**config.mk**
```make
export PLATFORM = sky130hd
export DESIGN_NAME = svpc_ref_calc
export DESIGN_NICKNAME = d
export VERILOG_FILES = /design/src/hdl/svpc_pkg.sv /design/src/hdl/svpc_ref_calc.sv
export SDC_FILE = /design/constraint.sdc
export NUM_CORES = 2
export LEC_CHECK = 0
export BUFFER_PORTS_ARGS = -buffer_cell sky130_fd_sc_hd__buf_4
export CAP_MARGIN = 20
export CORE_ASPECT_RATIO = 1.25
export CORE_MARGIN = 5
export CORE_UTILIZATION = 46
export DETAILED_ROUTE_END_ITERATION = 10
export PLACE_DENSITY = 0.69
export SETUP_SLACK_MARGIN = 0.05
export SYNTH_ARGS = -nofsm -noshare
export SYNTH_HDL_FRONTEND = slang
export SYNTH_SLANG_ARGS = --single-unit
```
**constraint.sdc**
```tcl
create_clock -name clk -period 16 [get_ports clk]
set_input_delay 1.6 -clock clk [delete_from_list [all_inputs] [get_ports clk]]
set_output_delay 1.6 -clock clk [all_outputs]
set_load 0.05 [all_outputs]
```
**src/hdl/svpc_pkg.sv**
```systemverilog
// ----------------------------------------------------------------------------
// svpc_pkg
// Shared widths, fixed-point coefficients and limits for the servo position
// PI controller.
// ----------------------------------------------------------------------------
package svpc_pkg;

  localparam int POS_W   = 10;
  localparam int ANGLE_W = 8;
  localparam int FRAC_W  = 20;
  localparam int ACC_W   = 40;

  typedef logic [POS_W-1:0]          pos_t;
  typedef logic [ANGLE_W-1:0]        angle_t;
  typedef logic signed [ACC_W-1:0]   acc_t;
  typedef logic signed [31:0]        coef_t;

  typedef enum logic [1:0] {
    SEG_LINEAR,
    SEG_CUBIC,
    SEG_QUADRATIC
  } seg_t;

  // Segment boundaries in degrees
  localparam angle_t SEG1_LAST  = 8'd60;
  localparam angle_t SEG3_FIRST = 8'd100;

  // Q20 coefficients, signs folded in
  localparam coef_t S1_C1 = 32'sd7171736;
  localparam coef_t S1_C0 = 32'sd48118104;
  localparam coef_t S2_C3 = 32'sd2726;
  localparam coef_t S2_C2 = -32'sd657457;
  localparam coef_t S2_C1 = 32'sd54071919;
  localparam coef_t S2_C0 = -32'sd980775076;
  localparam coef_t S3_C2 = -32'sd47920;
  localparam coef_t S3_C1 = 32'sd19394462;
  localparam coef_t S3_C0 = -32'sd938244833;

  localparam acc_t HALF_LSB = acc_t'(1) <<< (FRAC_W - 1);

  localparam pos_t DUTY_MAX  = 10'd1023;
  localparam pos_t INTEG_MAX = 10'd1023;
  localparam pos_t ERR_LIMIT = 10'd255;
  localparam pos_t ERR_STEP1 = 10'd100;
  localparam pos_t ERR_STEP2 = 10'd200;

  // Cycles for the reference pipeline to refill after reset or a new angle
  localparam logic [2:0] SETTLE_CYCLES = 3'd4;

endpackage

```
**src/hdl/svpc_ref_calc.sv**
```systemverilog
// ----------------------------------------------------------------------------
// svpc_ref_calc
// Five-stage pipeline evaluating the piecewise reference polynomial of the
// target angle in Q20, rounded half up and clamped to 0..1023.
// ----------------------------------------------------------------------------
module svpc_ref_calc import svpc_pkg::*; (
  input  logic   clk,
  input  angle_t angle,
  output pos_t   ref_pos
);

  seg_t  seg;
  coef_t c3_sel, c2_sel, c1_sel, c0_sel;

  // stage 1
  angle_t          a1;
  logic [15:0]     sq1;
  acc_t            lin1;
  coef_t           c3_1, c2_1, c0_1;
  // stage 2
  logic [23:0]     cube2;
  acc_t            quad2, lin2;
  coef_t           c3_2, c0_2;
  // stage 3
  acc_t            cubic3, part3;
  // stage 4
  acc_t            v4;
  logic [ACC_W-FRAC_W-1:0] whole4;

  always_comb begin
    if (angle <= SEG1_LAST) begin
      seg = SEG_LINEAR;
    end else if (angle < SEG3_FIRST) begin
      seg = SEG_CUBIC;
    end else begin
      seg = SEG_QUADRATIC;
    end
  end

  always_comb begin
    unique case (seg)
      SEG_LINEAR: begin
        c3_sel = '0;    c2_sel = '0;    c1_sel = S1_C1; c0_sel = S1_C0;
      end
      SEG_CUBIC: begin
        c3_sel = S2_C3; c2_sel = S2_C2; c1_sel = S2_C1; c0_sel = S2_C0;
      end
      SEG_QUADRATIC: begin
        c3_sel = '0;    c2_sel = S3_C2; c1_sel = S3_C1; c0_sel = S3_C0;
      end
      default: begin
        c3_sel = '0;    c2_sel = '0;    c1_sel = '0;    c0_sel = '0;
      end
    endcase
  end

  always_ff @(posedge clk) begin
    a1     <= angle;
    sq1    <= 16'(angle * angle);
    lin1   <= acc_t'(c1_sel) * acc_t'({1'b0, angle});
    c3_1   <= c3_sel;
    c2_1   <= c2_sel;
    c0_1   <= c0_sel;

    cube2  <= 24'(sq1 * a1);
    quad2  <= acc_t'(c2_1) * acc_t'({1'b0, sq1});
    lin2   <= lin1;
    c3_2   <= c3_1;
    c0_2   <= c0_1;

    cubic3 <= acc_t'(c3_2) * acc_t'({1'b0, cube2});
    part3  <= acc_t'(c0_2) + lin2 + quad2;

    v4     <= cubic3 + part3 + HALF_LSB;
  end

  assign whole4 = v4[ACC_W-1:FRAC_W];

  always_ff @(posedge clk) begin
    if (v4 < 0) begin
      ref_pos <= '0;
    end else if (whole4 > (ACC_W-FRAC_W)'(DUTY_MAX)) begin
      ref_pos <= DUTY_MAX;
    end else begin
      ref_pos <= whole4[POS_W-1:0];
    end
  end

endmodule

```
; Yosys cells after proc, flatten, opt, wreduce, memory -nomap -nowiden
; Index checks and enable logic that the tools add are counted.
[op_classes]
reduce_logical = 1
n_mux = 7
add_sub_neg = 4
multipliers = 5
eq_ne = 2
magnitude_cmp = 4
[ops]
columns = op, n
row1 = one-hot mux 32 bit (3 select lines), 1
row2 = adder 40 bit, 2
row3 = one-hot mux 26 bit (3 select lines), 1
row4 = one-hot mux 32 bit (2 select lines), 1
row5 = adder 32 x 40 -> 40 bit, 1
row6 = adder 40 x 21 -> 40 bit (second input constant), 1
row7 = less-than comparator 40 x 1 -> 1 bit (second input constant), 1
row8 = multiplier 32 x 17 -> 40 bit, 1
row9 = multiplier 32 x 25 -> 40 bit, 1
row10 = multiplier 32 x 9 -> 40 bit, 1
row11 = multiplier 16 x 8 -> 24 bit, 1
row12 = greater-than comparator 20 x 10 -> 1 bit (second input constant), 1
row13 = multiplier 8 x 8 -> 16 bit, 1
row14 = two-way mux 12 bit, 1
row15 = two-way mux 10 bit, 1
row16 = less-or-equal comparator 8 x 6 -> 1 bit (second input constant), 1
row17 = less-than comparator 8 x 7 -> 1 bit (second input constant), 1
row18 = two-way mux 2 bit, 2
row19 = == test 2 x 1 -> 1 bit (second input constant), 1
row20 = == test 2 bit (second input constant), 1
row21 = zero test 2 bit, 1
[word_totals]
register_bits = 458

; Depth between registers and ports, before layout
[depth]
ltp_word = 6
ltp_mapped = 30
ltp_nobuf = 29

; Worst setup path after synthesis
; OpenSTA, ideal clock, no wires.
[synth_timing]
path_type = input -> register
start = input port angle[3]
end = register lin1[33]
required_ps = 15928
setup_slack_ps = 8564
setup_ps = 72
arrival_ps = 7364
path_stages = 24
n_path_buf = 0
cell_sequence = or3_1 -> a21oi_1 -> clkinv_1 -> ha_1 -> nor2_1 -> inv_1 -> fa_1 -> inv_1 -> fa_1 -> fa_1 -> inv_1 -> fa_1 -> inv_1 -> ha_1 -> o21a_1 -> o21a_1 -> a22oi_1 -> o21ai_1 -> o31ai_1 -> or3_1 -> a31oi_1 -> a21o_1 -> a21oi_1 -> xnor2_1
[synth_via]
elab_chain_len = 6
[synth_lines]
columns = element, line
row1 = from (decl), svpc_ref_calc.sv:8  ; input angle_t angle,
row2 = less-than comparator 8 x 7 -> 1 bit, svpc_ref_calc.sv:33  ; end else if (angle < SEG3_FIRST) begin
row3 = two-way mux 2 bit, svpc_ref_calc.sv:33
row4 = two-way mux 2 bit, svpc_ref_calc.sv:31  ; if (angle <= SEG1_LAST) begin
row5 = == test 2 bit (tied with other cells), svpc_ref_calc.sv:41  ; unique case (seg)
row6 = one-hot mux 26 bit (3 select lines), svpc_ref_calc.sv:41
row7 = multiplier 32 x 9 -> 40 bit (*), svpc_ref_calc.sv:60  ; lin1 <= acc_t'(c1_sel) * acc_t'({1'b0, angle});
row8 = to (signal assigned), svpc_ref_calc.sv:60
row9 = to (decl), svpc_ref_calc.sv:18  ; acc_t lin1;
; Mark *: on every way between the ends. The rest lies on a longest branch, timed or not.
; A chain may end at the register's enable or synchronous reset.

; Final worst setup path
[layout_timing]
start = input port angle[2]
end = register lin1[34]
; The elaborated chain is that of the path after synthesis.

==> summary.txt <==
Timing
  • Peak Freq: 117 MHz
  • Worst slew pin tran: 1.02 ns
  • Final-report hold violation count: 0
  • Clock Skew: 0.0349 ns
  • Setup repair after global routing missed its margin: no
  • # setup viols final: 0
  • Worst rel slew slack: 31.7%
  • Setup_tns: 0 ns
  • Final Max Slew Viols: 0
  • Period minus WS final: 8.54 ns
  • Final period util: 53.3%

Floorplanning
  • FP Rows: 115
  • Die area: 85000 µm²
  • Chip Height: 325 µm
  • Die width: 262 µm
  • Core Footprint: 78700 µm²
  • # IOs: 19
  • Initial core utilization: 46.3%

Drt
  • Antenna-violating nets left: 0
  • Highest Signal Layer: met4
  • Met2 WL: 44200 µm
  • Detailed-route DRC error count: 0
  • DR WL met3: 2710 µm
  • Via count: 24200
  • M1 WL: 33500 µm
  • Total Wirelength: 84200 µm
  • DR vias/cell: 5.08
  • Routed len/inst: 17.7 µm
  • First-pass DRT Iterations: 5
  • DR iter-0 viols: 1013

Final layout
  • Non-filler cells, final: 4768
  • Layout cells sized above 1: 2.96%
  • Nets: 4899
  • Syn-to-layout area delta: 6.55%

Synth
  • Library cells used by synthesis: 74
  • Avg Cell Area, Syn: 9.89 µm²
  • Synth async-reset ratio: 0%
  • Synth warn: 0
  • Synth Instances: 3686
  • Post-synthesis sequential area ratio: 15.4%
  • EDFF count, synth: 0
  • Synth area leaders: fa_1, ha_1, dfxtp_1, inv_1, xnor2_1
  • Biggest area consumer among synthesized cells: fa_1
  • Mapped Area: 36500 µm²
  • Yosys reg bits: 280
  • Top FF cell, synth: dfxtp_1
  • Share of the synthesized area in the top cell type: 32.7%

Clocking
  • Post-CTS sizing: 0
  • Number of CTS-inserted buffers: 30
  • CTS H-tree lvls: 1
  • Clk Latency, worst-skew pair: 0.61 ns
  • CTS tree: yes
  • Clk buf depth: 3
  • CTS sink count: 280
  • Clock root buffer master: clkbuf_16
  • Worst-path clk slew: 0.06 ns
  • Post-CTS Hold Buffers: 0
  • Post-CTS Setup Bufs: 0

Setup path
  • Startpoint Class: input pin
  • Reg2Reg Depth: 24
  • Critical Path AT: 8.99 ns
  • Crit end category: flip-flop
  • Cell family with most CP delay: compound AO/OA/AOI/OAI gates
  • Cell Chain, Critical Path: buf_4, or3_1, a21oi_1, clkinv_1, ha_1, nor2b_1, fa_1, fa_1, ha_1, inv_1, fa_1, inv_1, fa_1, a21o_1, a21oi_1, o21bai_1, a21oi_1, o2111ai_1, a31oi_1, o21ba_2, o31a_1, nor3_1, o41ai_1, o21ai_0
  • Most used cell, CP: fa_1
  • CP Depth: 24
  • Crit path buffers/inverters: 4
  • Critical path peak fanout: 17
  • Crit path max-delay cell type: a21oi_1
  • Setup Crit Path Kind: in -> reg
  • Req. time, crit path: 16.45 ns
  • Max stage delay on crit path: 0.67 ns

GRT
  • Initial antenna violation count: 1
  • All-layer global routing usage: 20.7%
  • Pin count of the biggest net entering global routing: 26
  • Global-route wire length before repair: 140000 µm
  • GRT Residual Overflow: 0
  • Vias in the first global route: 26700

Placed design
  • Cells after DPL: 4712
  • IO buf count: 18
  • Detail Placement HPWL: 73300 µm
  • Final Wtd Congestion: 0.965

Flow run
  • Max-cap viol count: 0

Hold path
  • Hold depth: 0
  • HP Class: reg -> reg

Run status
  • Status: complete, no violations
worst paths after layout:
path	startpoint	endpoint	slack, ns
worst max-delay path	angle[2]	lin1[34]$_DFF_P_	7.46
worst min-delay path	lin1[7]$_DFF_P_	lin2[7]$_DFF_P_	0.32
worst max register to register	c2_1[30]$_SDFF_PN0_	quad2[38]$_DFF_P_	7.98
worst min register to register	lin1[7]$_DFF_P_	lin2[7]$_DFF_P_	0.32
per-layer routing:
metal	vias to the layer above	GRT usage, %
li1	11600	-
met3	181	1.77
met5	-	0
met2	446	38.2
met4	0	7.84
met1	12000	24.8
cell families (layout without fill, tap and decap cells):
group	Yosys count	after routing	share of synthesized area, %
xor+xnor	201	201	4.83
compound gates	462	462	8.38
fa+ha+maj	1200	1200	53.5
mux	1	1	0.0309
simple gates	617	617	8.41
other cells	2	10	0.0206
buf+inv	923	944	9.50
flops	280	280	15.4
flip-flops by register name (all words and copies together), names as in the netlist, 3 cells and up:
signal / cells
quad2: 39
a1: 7
ref_pos: 10
c0_1: 7
sq1: 15
v4: 20
cubic3: 37
cube2: 24
lin2: 35
lin1: 35
c2_1: 3
c0_2: 7
part3: 39
cell type report:
cell class | count | area (µm²)
fillers | 7241 | 39900
clock inverters | 15 | 226
diodes | 1 | 2.50
inverters | 866 | 3250
clock buffers | 40 | 848
multi-input cells | 2490 | 27400
flip-flops and latches | 280 | 5610
repair buffers | 23 | 173
well taps | 1053 | 1320
cells in the final DEF (no fill, tap or decap), types with 11 or more instances in the layout:
master     synthesis  layout
a211oi_1          11      11
a21o_1            89      89
a21oi_1          168     168
a31oi_1           17      17
and2_1           143     143
and3_1            14      14
buf_4              0      23
clkbuf_16          0      30
dfxtp_1          280     280
fa_1             596     596
ha_1             603     603
inv_1            865     865
nand2_1          189     189
nand2b_1          29      29
nand3_1           33      33
nand4_1           15      15
nor2_1           112     112
nor2b_1           28      28
nor3_1            22      22
o21a_1            15      15
o21ai_0           62      62
o21bai_1          20      20
xnor2_1          141     141
xor2_1            60      60
metrics by stage:
step / setup WS (ns) / instance area (µm²) / hold WS, ns / utilization (%)
6_report: 7.46 / 38800 / 0.324 / 49.3
3_3_place_gp: 7.14 / 37800 / 0.310 / 48.0
2_1_floorplan: 8.56 / 36500 / 0.310 / -
5_1_grt: 6.86 / 38800 / 0.331 / 49.3
3_5_place_dp: 6.90 / 37800 / 0.312 / 48.0
4_1_cts: 7.54 / 38800 / 0.321 / 49.3
synth_stat cells, drive strengths merged (29+ instances only):
| cell | n |
|---|---|
| nor2 | 112 |
| dfxtp | 280 |
| a21oi | 168 |
| and2 | 143 |
| nor2b | 29 |
| xor2 | 60 |
| nand2b | 30 |
| nand2 | 189 |
| xnor2 | 141 |
| o21ai | 70 |
| inv | 865 |
| nand3 | 33 |
| clkbuf | 57 |
| ha | 603 |
| a21o | 90 |
| fa | 596 |
Power is not shown: default switching activity piles up to over one toggle a cycle in this logic, so the estimate is an artifact.
